--- config.mk ---
export PLATFORM = sky130hd
export DESIGN_NAME = modbus_rtu_request_framer_flat
export DESIGN_NICKNAME = d
export VERILOG_FILES = /design/src/rtl/mrf_pkg.sv /design/src/rtl/mrf_req_if.sv /design/src/rtl/mrf_byte_if.sv /design/src/rtl/mrf_front.sv /design/src/rtl/mrf_queue.sv /design/src/rtl/mrf_back.sv /design/src/rtl/modbus_rtu_request_framer.sv /design/src/flat_wrapper.sv
export SDC_FILE = /design/constraint.sdc
export NUM_CORES = 1
export LEC_CHECK = 0
export BUFFER_PORTS_ARGS = -buffer_cell sky130_fd_sc_hd__buf_2
export CORE_MARGIN = 1
export CORE_UTILIZATION = 45
export CTS_CLUSTER_DIAMETER = 120
export DETAILED_ROUTE_END_ITERATION = 8
export PLACE_DENSITY_LB_ADDON = 0.3
export REMOVE_ABC_BUFFERS = 1
export SETUP_SLACK_MARGIN = 0.4
export SLEW_MARGIN = 10
export SYNTH_ARGS = -nofsm -noshare
export SYNTH_HDL_FRONTEND = slang
export SYNTH_SLANG_ARGS = --single-unit
--- constraint.sdc ---
create_clock -name clk -period 3.4 [get_ports clk]
set_input_delay 0.68 -clock clk [delete_from_list [all_inputs] [get_ports clk]]
set_output_delay 0.68 -clock clk [all_outputs]
set_load 0.05 [all_outputs]
--- src/rtl/mrf_pkg.sv ---
// ----------------------------------------------------------------------------
// mrf_pkg
// shared types, codes and the crc helper for the modbus rtu request framer
// ----------------------------------------------------------------------------
package mrf_pkg;

  // request kind as carried on the func field
  localparam logic FUNC_WRITE = 1'b0;
  localparam logic FUNC_READ  = 1'b1;

  // modbus function codes
  localparam logic [7:0] CODE_WRITE = 8'h06;
  localparam logic [7:0] CODE_READ  = 8'h03;

  // register count sent by a read request
  localparam logic [15:0] READ_COUNT = 16'h0001;

  // crc-16/modbus, reflected
  localparam logic [15:0] CRC_POLY = 16'hA001;
  localparam logic [15:0] CRC_INIT = 16'hFFFF;

  // frame layout
  localparam int FRAME_LEN = 8;
  localparam int BODY_LEN  = 6;
  localparam int IDX_W     = $clog2(FRAME_LEN);

  localparam logic [IDX_W-1:0] IDX_CRC_LO = IDX_W'(BODY_LEN);
  localparam logic [IDX_W-1:0] IDX_LAST   = IDX_W'(FRAME_LEN - 1);

  // default depth of the request queue
  localparam int QUEUE_DEPTH = 2;

  // first six frame bytes, transmit order from msb down
  typedef struct packed {
    logic [7:0]  slave_addr;
    logic [7:0]  code;
    logic [15:0] reg_addr;
    logic [15:0] word;
  } mrf_body_t;

  localparam int BODY_W = $bits(mrf_body_t);

  // front to queue
  typedef struct packed {
    logic      valid;
    mrf_body_t body;
  } mrf_push_t;

  // queue head to back
  typedef struct packed {
    logic      valid;
    mrf_body_t body;
  } mrf_head_t;

  // one byte through the crc, lsb first
  function automatic logic [15:0] crc_step(input logic [15:0] crc_in,
                                           input logic [7:0]  data);
    logic [15:0] c;
    c = crc_in ^ {8'h00, data};
    for (int b = 0; b < 8; b++) begin
      if (c[0]) begin
        c = (c >> 1) ^ CRC_POLY;
      end else begin
        c = c >> 1;
      end
    end
    return c;
  endfunction

endpackage

--- src/rtl/mrf_req_if.sv ---
// ----------------------------------------------------------------------------
// mrf_req_if
// request channel: valid/ready with the request fields
// ----------------------------------------------------------------------------
interface mrf_req_if;
  logic        valid;
  logic        ready;
  logic        func;
  logic [7:0]  slave_addr;
  logic [15:0] reg_addr;
  logic [15:0] reg_value;

  modport source (output valid, output func, output slave_addr,
                  output reg_addr, output reg_value, input ready);
  modport sink   (input valid, input func, input slave_addr,
                  input reg_addr, input reg_value, output ready);
endinterface

--- src/rtl/mrf_byte_if.sv ---
// ----------------------------------------------------------------------------
// mrf_byte_if
// frame byte channel: valid/ready with one byte and an end marker
// ----------------------------------------------------------------------------
interface mrf_byte_if;
  logic       valid;
  logic       ready;
  logic [7:0] tx_byte;
  logic       frame_end;

  modport source (output valid, output tx_byte, output frame_end, input ready);
  modport sink   (input valid, input tx_byte, input frame_end, output ready);
endinterface

--- src/rtl/mrf_front.sv ---
// ----------------------------------------------------------------------------
// mrf_front
// takes requests, classifies read/write and lays out the frame body
// ----------------------------------------------------------------------------
module mrf_front (
  mrf_req_if.sink         req,
  input  logic            q_full,
  output mrf_pkg::mrf_push_t push
);
  import mrf_pkg::*;

  mrf_body_t body;

  always_comb begin
    body.slave_addr = req.slave_addr;
    body.reg_addr   = req.reg_addr;
    if (req.func == FUNC_READ) begin
      body.code = CODE_READ;
      body.word = READ_COUNT;
    end else begin
      body.code = CODE_WRITE;
      body.word = req.reg_value;
    end
  end

  assign req.ready  = ~q_full;
  assign push.valid = req.valid & ~q_full;
  assign push.body  = body;

endmodule

--- src/rtl/mrf_queue.sv ---
// ----------------------------------------------------------------------------
// mrf_queue
// short fifo of frame bodies between front and back
// ----------------------------------------------------------------------------
module mrf_queue #(
  parameter int DEPTH = mrf_pkg::QUEUE_DEPTH
) (
  input  logic               clk,
  input  logic               rst_n,
  input  mrf_pkg::mrf_push_t push,
  input  logic               pop,
  output logic               full,
  output mrf_pkg::mrf_head_t head
);
  import mrf_pkg::*;

  localparam int PW = (DEPTH > 1) ? $clog2(DEPTH) : 1;
  localparam int CW = $clog2(DEPTH + 1);

  mrf_body_t       mem_r [DEPTH];
  logic [PW-1:0]   wr_ptr_r, wr_ptr_nxt;
  logic [PW-1:0]   rd_ptr_r, rd_ptr_nxt;
  logic [CW-1:0]   count_r, count_nxt;

  function automatic logic [PW-1:0] ptr_inc(input logic [PW-1:0] p);
    return (p == PW'(DEPTH - 1)) ? '0 : p + 1'b1;
  endfunction

  always_comb begin
    wr_ptr_nxt = push.valid ? ptr_inc(wr_ptr_r) : wr_ptr_r;
    rd_ptr_nxt = pop ? ptr_inc(rd_ptr_r) : rd_ptr_r;
    count_nxt  = count_r;
    if (push.valid && !pop) begin
      count_nxt = count_r + 1'b1;
    end else if (pop && !push.valid) begin
      count_nxt = count_r - 1'b1;
    end
  end

  always_ff @(posedge clk) begin
    if (!rst_n) begin
      wr_ptr_r <= '0;
      rd_ptr_r <= '0;
      count_r  <= '0;
    end else begin
      wr_ptr_r <= wr_ptr_nxt;
      rd_ptr_r <= rd_ptr_nxt;
      count_r  <= count_nxt;
    end
  end

  always_ff @(posedge clk) begin
    if (push.valid) begin
      mem_r[wr_ptr_r] <= push.body;
    end
  end

  assign full       = (count_r == CW'(DEPTH));
  assign head.valid = (count_r != '0);
  assign head.body  = mem_r[rd_ptr_r];

endmodule

--- src/rtl/mrf_back.sv ---
// ----------------------------------------------------------------------------
// mrf_back
// serializes one frame a byte per cycle while out_tx is ready, running the crc alongside
// ----------------------------------------------------------------------------
module mrf_back (
  input  logic               clk,
  input  logic               rst_n,
  input  mrf_pkg::mrf_head_t head,
  output logic               pop,
  mrf_byte_if.source         tx
);
  import mrf_pkg::*;

  logic              busy_r, busy_nxt;
  logic [IDX_W-1:0]  idx_r, idx_nxt;
  logic [BODY_W-1:0] sh_r, sh_nxt;
  logic [15:0]       crc_r, crc_nxt;
  logic              out_valid_r, out_valid_nxt;
  logic [7:0]        out_byte_r, out_byte_nxt;
  logic              out_end_r, out_end_nxt;

  logic              adv;
  logic [7:0]        cur_byte;
  logic              last;

  assign adv  = ~out_valid_r | tx.ready;
  assign last = (idx_r == IDX_LAST);
  assign pop  = adv & head.valid & (~busy_r | last);

  always_comb begin
    if (idx_r == IDX_CRC_LO) begin
      cur_byte = crc_r[7:0];
    end else if (last) begin
      cur_byte = crc_r[15:8];
    end else begin
      cur_byte = sh_r[BODY_W-1 -: 8];
    end
  end

  always_comb begin
    busy_nxt      = busy_r;
    idx_nxt       = idx_r;
    sh_nxt        = sh_r;
    crc_nxt       = crc_r;
    out_valid_nxt = out_valid_r;
    out_byte_nxt  = out_byte_r;
    out_end_nxt   = out_end_r;
    if (adv) begin
      out_valid_nxt = busy_r;
      if (busy_r) begin
        out_byte_nxt = cur_byte;
        out_end_nxt  = last;
        idx_nxt      = idx_r + 1'b1;
        sh_nxt       = sh_r << 8;
        if (idx_r < IDX_CRC_LO) begin
          crc_nxt = crc_step(crc_r, cur_byte);
        end
        if (last) begin
          busy_nxt = 1'b0;
        end
      end
      if (pop) begin
        busy_nxt = 1'b1;
        idx_nxt  = '0;
        sh_nxt   = head.body;
        crc_nxt  = CRC_INIT;
      end
    end
  end

  always_ff @(posedge clk) begin
    if (!rst_n) begin
      busy_r      <= 1'b0;
      idx_r       <= '0;
      out_valid_r <= 1'b0;
    end else begin
      busy_r      <= busy_nxt;
      idx_r       <= idx_nxt;
      out_valid_r <= out_valid_nxt;
    end
  end

  always_ff @(posedge clk) begin
    sh_r       <= sh_nxt;
    crc_r      <= crc_nxt;
    out_byte_r <= out_byte_nxt;
    out_end_r  <= out_end_nxt;
  end

  assign tx.valid     = out_valid_r;
  assign tx.tx_byte   = out_byte_r;
  assign tx.frame_end = out_end_r;

endmodule

--- src/rtl/modbus_rtu_request_framer.sv ---
// ----------------------------------------------------------------------------
// modbus_rtu_request_framer
// builds the eight-byte modbus rtu request frame (address, code, register,
// value or count, crc-16 low then high) for each request
// ----------------------------------------------------------------------------
//
//  channel   dir  handshake      payload
//  in_req    in   valid/ready    func, slave_addr, reg_addr, reg_value
//  out_tx    out  valid/ready    tx_byte, frame_end (set on the crc high byte)
//
//  each request yields eight byte transactions, one per cycle when out_tx is
//  ready, so frames of a steady stream of requests follow without a gap;
//  the byte serializer in the back part sets that rate
//  first byte of a request passes queue, shift register and output register
//  rst_n is synchronous and clears the queue and serializer control only
//  out_tx stalls hold the output register; the queue keeps taking requests
//  until it is full
//
module modbus_rtu_request_framer #(
  parameter int QUEUE_DEPTH = mrf_pkg::QUEUE_DEPTH
) (
  input  logic       clk,
  input  logic       rst_n,
  mrf_req_if.sink    in_req,
  mrf_byte_if.source out_tx
);
  import mrf_pkg::*;

  // front -> queue -> back
  mrf_push_t push;
  mrf_head_t head;
  logic      q_full;
  logic      pop;

  // front: classify the request and lay out the six body bytes
  mrf_front u_front (
    .req    (in_req),
    .q_full (q_full),
    .push   (push)
  );

  // queue decouples request acceptance from byte output
  mrf_queue #(
    .DEPTH (QUEUE_DEPTH)
  ) u_queue (
    .clk   (clk),
    .rst_n (rst_n),
    .push  (push),
    .pop   (pop),
    .full  (q_full),
    .head  (head)
  );

  // back: byte serializer with running crc and output register; it pops the
  // next body while sending the last byte, so frames follow without a gap
  mrf_back u_back (
    .clk   (clk),
    .rst_n (rst_n),
    .head  (head),
    .pop   (pop),
    .tx    (out_tx)
  );

endmodule

--- src/flat_wrapper.sv ---
// flat-port wrapper written by rule: the top's interface ports become plain ports
module modbus_rtu_request_framer_flat import mrf_pkg::*;
#(
  parameter int QUEUE_DEPTH = mrf_pkg::QUEUE_DEPTH
)
  (clk, rst_n, in_req_valid, in_req_func, in_req_slave_addr, in_req_reg_addr, in_req_reg_value, in_req_ready, out_tx_valid, out_tx_tx_byte, out_tx_frame_end, out_tx_ready);
  mrf_req_if in_req_i ();
  mrf_byte_if out_tx_i ();
  input  logic clk;
  input  logic rst_n;
  input wire logic [$bits(in_req_i.valid)-1:0] in_req_valid;
  input wire logic [$bits(in_req_i.func)-1:0] in_req_func;
  input wire logic [$bits(in_req_i.slave_addr)-1:0] in_req_slave_addr;
  input wire logic [$bits(in_req_i.reg_addr)-1:0] in_req_reg_addr;
  input wire logic [$bits(in_req_i.reg_value)-1:0] in_req_reg_value;
  output wire logic [$bits(in_req_i.ready)-1:0] in_req_ready;
  output wire logic [$bits(out_tx_i.valid)-1:0] out_tx_valid;
  output wire logic [$bits(out_tx_i.tx_byte)-1:0] out_tx_tx_byte;
  output wire logic [$bits(out_tx_i.frame_end)-1:0] out_tx_frame_end;
  input wire logic [$bits(out_tx_i.ready)-1:0] out_tx_ready;
  assign in_req_i.valid = in_req_valid;
  assign in_req_i.func = in_req_func;
  assign in_req_i.slave_addr = in_req_slave_addr;
  assign in_req_i.reg_addr = in_req_reg_addr;
  assign in_req_i.reg_value = in_req_reg_value;
  assign in_req_ready = in_req_i.ready;
  assign out_tx_valid = out_tx_i.valid;
  assign out_tx_tx_byte = out_tx_i.tx_byte;
  assign out_tx_frame_end = out_tx_i.frame_end;
  assign out_tx_i.ready = out_tx_ready;
  modbus_rtu_request_framer #(.QUEUE_DEPTH(QUEUE_DEPTH)) u_core (.clk(clk), .rst_n(rst_n), .in_req(in_req_i), .out_tx(out_tx_i));
endmodule
==> impl_metrics.yaml, run 1 <==
layout:
  final_nets: 555
  fin_util_pct: 54.1
  area_growth_pct: 17.4
  drive_gt1_share_pct: 19.1
  nFillCells: 1213
  antenna-diode-count: 0
grt:
  met1_usage_pct: 17.8
  met2_usage_pct: 24.8
  use_met3_pct: 4.17
  grtUsageTotal_pct: 14.9
  grt_pass1_wl_microns: 16600
  gr-total-overflow: 0
  grt_pass1_vias: 3476
  grt-busiest-layer: "met2"
  grt_max_degree: 84
  antenna_found_initial: 0
worst_setup_path:
  reg2reg_from: "u_core.u_back.idx_r[1]"
  critPathBufInv: 0
  crit_path_max_fanout: 11
  crit_path_frequent_cell: "mux2i_1"
  path_cells: "ha_1 > ha_4 > mux2i_1 > mux2i_1 > xor2_1 > xnor2_1 > xnor2_2 > xnor3_1 > nand2_1"
  max_stage_delay_ns: 0.39
  path_class: "flip-flop to flip-flop"
  startpoint_type: "flip-flop"
  endpoint_kind: "flip-flop"
  cp.required_ns: 3.55
  slowest_stage: "dfxtp_1"
  arrival_ns: 2.89
  critPathLaunch: "u_core.u_back.idx_r[1]"
  cp_top_family: "XOR/XNOR gates"
timing:
  slew-limit-headroom_pct: 35.8
  timing.final.max_slew_violations: 0
  finalHoldViolCount: 0
  fin_crit_ns: 2.74
  timing.fmax_mhz: 365
  whs_ns: 0.447
  fin_skew_ns: 0.00940
  finalCritPeriodShare_pct: 80.6
  final-setup-viol-count: 0
  worstMarginPinSlew_ns: 0.955
  rsz0062_at_grt: "false"
  tns_ns: 0
logic_synthesis:
  syn_inst: 444
  yosys.cell_types.count: 32
  synth-main-ff-cell: "edfxtp_1"
  synth_compound_area_share_pct: 4.82
  syn_area_per_cell_sq_um: 15.0
  synth.top_cells.by_count: "edfxtp_1, nand2_1, mux2i_1, o21ai_1"
  synth.area.mux_share_pct: 7.86
  netlist_area_sq_um: 6670
  synth-simple-area-share_pct: 7.84
  synth_most_common_cell: "edfxtp_1"
  yosys.area_share.xor_xnor_pct: 3.47
  async_reset_ff_share_pct: 0
  synth.area.top_cells: "edfxtp_1, mux2i_1, dfxtp_1"
  ys_ff_latch: 167
  synth_largest_area_cell: "edfxtp_1"
  yosys.area_share.adder_pct: 0.750
  yosys.area.top_type_share_pct: 70.7
  ys.warnings.count: 0
  synth_top_family_by_area: "multiplexers"
  synth-edff-count: 157
  synth-seq-area-share_pct: 73.7
route:
  ant_nets: 0
  dr_total_vias: 3464
  initialDrtViolationCount: 195
  wl_microns: 10100
  drc: 0
  first_pass_iters: 4
  wl_per_cell_microns: 14.4
  vias_per_cell: 4.93
outcome:
  status: "finished clean"
floorplan:
  core.rowCount: 44
  fp.dieH_microns: 124
  core_region_area_sq_um: 14500
  die-area_sq_um: 15300
  die_w_microns: 124
  initial_core_util_pct: 46.1
  io_pins: 56
clocking:
  numCtsBuffers: 17
  clk_latency_ns: 0.42
  cts.sinks: 167
  cts_tree: "done"
  htreeDepth: 4
  cts_buffer_depth: 2
  post_cts_resize_count: 1
  cts_setup_buffers: 0
  cts-hold-fix-buffers: 0
  clkTransAtPathRegs_ns: 0.06
  root_buffer: "clkbuf_16"
placement:
  hpwl_microns: 6130
  gp_congestion: 0.853
  io_buffers: 55
pwr:
  power.leakage_nw: 2.82
  powerDensity_nw_per_um2: 1080
  vdd_drop_max_mv: 0.501
worst_hold_path:
  min_path_type: "input pin to flip-flop"
  hp-start: "in_req_reg_addr[7]"
flow_run:
  drv_cap: 0
state kept, by name, summed over array words and instances, names as in the netlist, 2 cells and up, named ones only:
name / count
u_core.u_queue.mem_r: 84
u_core.u_back.sh_r: 48
u_core.u_back.crc_r: 16
u_core.u_back.tx.tx_byte: 8
u_core.u_back.idx_r: 3
u_core.u_queue.count_r: 2
path summary, 6_finish.rpt:
check	to	slack [ns]	cells past startpoint
worst min-delay path	u_core.u_queue.mem_r[1][23]	0.45	1
worst min register to register	u_core.u_back.sh_r[33]	0.51	1
worst max-delay path	u_core.u_back.crc_r[0]	0.66	9
worst max register to register	u_core.u_back.crc_r[0]	0.66	9
per-stage QoR:
| stage | setup slack (ns) | cell area [sq um] | power [mW] | instances |
|---|---|---|---|---|
| after floorplan | 0.118 | 6590 | 5.81 | 424 |
| after global placement | 0.544 | 7180 | 6.35 | 671 |
| after detailed placement | 0.369 | 7180 | 6.46 | 671 |
| after CTS | 0.537 | 7820 | 8.54 | 703 |
| after global routing | 0.473 | 7830 | 9.00 | 703 |
| final | 0.658 | 7830 | 8.45 | 703 |
metal layers:
| layer | up-vias | wire, microns |
|---|---|---|
| met1 | 1657 | 4510 |
| li1 | 1731 | - |
| met4 | 0 | 162 |
| met3 | 13 | 367 |
| met2 | 63 | 5080 |
| met5 | - | 0 |
kinds of logic after synthesis:
| family | after synthesis |
|---|---|
| fa+ha+maj | 4 |
| flops | 167 |
| xor+xnor | 24 |
| mux | 52 |
| compound gates | 59 |
| buf+inv | 26 |
| simple gates | 112 |
worst reg2reg max path, delay by kind of cell (launching register included):
family,cells,cell delay (ns)
flops,1,0.39
xor+xnor,4,0.89
simple gates,1,0.06
fa+ha+maj,2,0.50
mux,2,0.64
cell usage in the layout, fill, tap and decap left out, types with 3 or more instances in the layout:
cell type / netlist / routed
a21boi_0: 3 / 3
a21oi_1: 13 / 13
and2_1: 10 / 10
buf_2: 0 / 55
buf_4: 0 / 7
bufinv_16: 0 / 5
clkbuf_1: 8 / 5
clkbuf_16: 0 / 17
dfxtp_1: 10 / 9
edfxtp_1: 157 / 157
ha_1: 4 / 3
inv_1: 5 / 4
mux2i_1: 51 / 51
nand2_1: 52 / 52
nand2b_1: 9 / 9
nor2_1: 18 / 17
nor2b_1: 18 / 18
o21a_1: 4 / 4
o21ai_1: 34 / 34
xnor2_1: 17 / 17
xor2_1: 5 / 5
area by class of cell:
| class | instances | area, sq um | area share (%) |
|---|---|---|---|
| tap | 184 | 230 | 2.94 |
| sequential | 167 | 4920 | 62.8 |
| inverter | 6 | 22.5 | 0.288 |
| timing repair buffer | 63 | 348 | 4.44 |
| clock inverter | 8 | 169 | 2.16 |
| clock buffer | 24 | 472 | 6.03 |
| multi-input combinational | 251 | 1670 | 21.4 |
report_power, final:
group | switching (mW) | internal [mW]
Clock | 0.723 | 1.34
Combinational | 1.66 | 1.18
Sequential | 0.238 | 3.31
Total | 2.62 | 5.83
Note: power is estimated with default switching activity, not from simulation.
==> inputs of run 2 (changes only) <==
--- a/config.mk
+++ b/config.mk
@@ -5,6 +5,7 @@
 export SDC_FILE = /design/constraint.sdc
 export NUM_CORES = 1
 export LEC_CHECK = 0
+export ABC_AREA = 1
 export BUFFER_PORTS_ARGS = -buffer_cell sky130_fd_sc_hd__buf_2
 export CORE_MARGIN = 1
 export CORE_UTILIZATION = 45
==> constraint.sdc (replaced) <==
create_clock -name clk -period 2.3 [get_ports clk]
set_input_delay 0.46 -clock clk [delete_from_list [all_inputs] [get_ports clk]]
set_output_delay 0.46 -clock clk [all_outputs]
set_load 0.05 [all_outputs]
==> impl_metrics.yaml, run 2 <==
clocking:
  clkTransAtPathRegs_ns: 0.07
  clk_latency_ns: 0.43
  numCtsBuffers: 17
  cts-hold-fix-buffers: 0
  htreeDepth: 4
  cts_tree: "done"
  cts.sinks: 167
  root_buffer: "clkbuf_16"
  cts_buffer_depth: 2
logic_synthesis:
  synth_largest_area_cell: "edfxtp_1"
  syn_area_per_cell_sq_um: 12.0
  yosys.cell_types.count: 31
  ys.warnings.count: 0
  synth-edff-count: 157
  synth.area.top_cells: "edfxtp_1, nand2_1, nor2_1"
  synth.top_cells.by_count: "edfxtp_1, nand2_1, nor2_1, inv_1, o31ai_1"
  yosys.area.top_type_share_pct: 68.1
  synth-seq-area-share_pct: 71.0
  ys_ff_latch: 167
  synth-main-ff-cell: "edfxtp_1"
  netlist_area_sq_um: 6920
  synth_most_common_cell: "edfxtp_1"
  syn_inst: 579
  async_reset_ff_share_pct: 0
route:
  vias_per_cell: 5.30
  ant_nets: 0
  drc: 0
  initialDrtViolationCount: 373
  wl_microns: 16200
  dr_total_vias: 4757
  wl_per_cell_microns: 18.0
  first_pass_iters: 5
layout:
  drive_gt1_share_pct: 37.1
  nFillCells: 1076
  fin_cells: 898
  largest_register: "u_core.u_queue.mem_r"
  multiInputGateArea_sq_um: 2130
  final_cell_mix: "edfxtp_1, nor2_1, nand2_1, buf_2, inv_1"
  reg_top3: "u_core.u_queue.mem_r (84), u_core.u_back.sh_r (48), u_core.u_back.crc_r (16)"
  largest_register_ff_count: 84
  ff_latch_area_sq_um: 4930
  antenna-diode-count: 0
  final_nets: 750
  area_growth_pct: 34.0
  final_common_cell: "edfxtp_1"
timing:
  timing.fmax_mhz: 401
  worstMarginPinSlew_ns: 0.507
  tns_ns: -0.469
  fin_crit_ns: 2.49
  final-setup-viol-count: 3
  whs_ns: 0.220
  rsz0062_at_grt: "true"
  layout_setup_ws_ns: -0.192
  finalHoldViolCount: 0
  fin_skew_ns: 0.0122
  finalCritPeriodShare_pct: 108
  timing.final.max_slew_violations: 0
  slew-limit-headroom_pct: 66.2
pwr:
  power.leakage_nw: 3.84
  clkPwrFrac_pct: 17.6
  netSwitchingFraction_pct: 38.8
  power.switching_mw: 6.04
  sequentialPowerShare_pct: 33.6
  powerDensity_nw_per_um2: 1680
  p_int_mw: 9.53
  combPwrFrac_pct: 48.8
  vdd_drop_max_mv: 0.868
floorplan:
  die_w_microns: 126
  io_pins: 56
  core_region_area_sq_um: 14800
  fp.dieH_microns: 126
  die-area_sq_um: 15900
  core.rowCount: 44
  initial_core_util_pct: 46.9
grt:
  grt_pass1_vias: 4748
  grt_max_degree: 53
  antenna_found_initial: 0
  grt_pass1_wl_microns: 23600
  grtUsageTotal_pct: 19.8
  gr-total-overflow: 0
worst_hold_path:
  min_path_type: "input pin to flip-flop"
worst_setup_path:
  crit_path_max_fanout: 6
  path_class: "flip-flop to flip-flop"
  endpoint_kind: "flip-flop"
  startpoint_type: "flip-flop"
  cp.required_ns: 2.47
  arrival_ns: 2.66
placement:
  gp_congestion: 0.920
  hpwl_microns: 7670
  post-place-cells: 825
  io_buffers: 55
outcome:
  status: "finished, violations left"
  violations: "negative setup slack"
flow_run:
  drv_cap: 0
==> run 2: power by group through the flow <==
stage / Clock (mW) / Combinational, mW / Sequential (mW)
after detailed placement: 0 / 4.69 / 5.21
after global routing: 2.89 / 8.08 / 5.30
after CTS: 2.77 / 6.35 / 5.18
after floorplan: 0 / 2.93 / 5.46
final: 2.75 / 7.59 / 5.23
after global placement: 0 / 4.43 / 5.17
==> run 2: cell type report <==
type / instances / share of cell area [%]
flip-flops and latches: 167 / 53.1
multi-input cells: 334 / 23.0
repair buffers: 125 / 12.8
clock buffers: 17 / 4.59
well taps: 184 / 2.48
inverters: 55 / 2.31
clock inverters: 15 / 1.55
repair inverters: 1 / 0.0810
==> run 2: critical path: stages, from the launching register on <==
cell and delay (ns):
dfxtp_4 0.36, ha_4 0.16, ha_4 0.18, buf_6 0.14, nand2_1 0.10, nand3_2 0.11, nand2_2 0.10, nand2_4 0.09
inv_4 0.09, nand2_4 0.07, nand3_4 0.11, nand2_4 0.09, nand2_4 0.09, nand3_4 0.11, nand2_4 0.11, nand2_4 0.06
nand2_4 0.09, nand2_4 0.06, nand3_2 0.07, nand3_2 0.06
==> run 2: timing repair <==
action | 4_1_cts | 5_1_grt
pin swaps | 14 | 10
cloned | 10 | 3
resized for setup | 69 | 68
buffers inserted | 22 | 6
endpoints found under the setup margin | 64 | 78
==> run 2: metrics by stage <==
| step | utilization (%) | power, mW | instance area [sq um] | setup WS, ns |
|---|---|---|---|---|
| finish | 62.8 | 15.6 | 9270 | -0.192 |
| detailed placement | 51.8 | 9.91 | 7640 | -0.242 |
| CTS | 60.3 | 14.3 | 8900 | -0.0143 |
| global placement | 51.8 | 9.60 | 7640 | -0.0381 |
| floorplan | - | 8.40 | 6810 | -4.28 |
| global route | 62.8 | 16.3 | 9270 | -0.269 |
==> run 2: cell families after synthesis <==
kind of cell               synth area share, %
AOI/OAI and AO/OA                         6.80
xor gates and xnor gates                 0.886
adders and majority gates                0.723
buffers and inverters                     4.50
DFF                                       71.0
and+or+nand+nor                           16.1
==> run 2: routing by layer <==
layer	up-vias	wire length, microns	global-route usage, %	share of wire, %
met5	-	0	0	0
met4	0	380	7.65	2.3
met3	41	789	5.18	4.9
met2	161	8770	36.1	54
met1	2316	6260	22.0	39
li1	2239	-	-	-
==> run 2: worst paths after layout <==
check                         start                     endpoint  slack [ns]  cells after the start
min              in_req_reg_addr[5]  u_core.u_queue.mem_r[1][21]        0.22                      1
min reg2reg  u_core.u_back.sh_r[31]       u_core.u_back.sh_r[39]        0.52                      2
max reg2reg  u_core.u_back.idx_r[0]       u_core.u_back.crc_r[0]       -0.19                     19
max          u_core.u_back.idx_r[0]       u_core.u_back.crc_r[0]       -0.19                     19
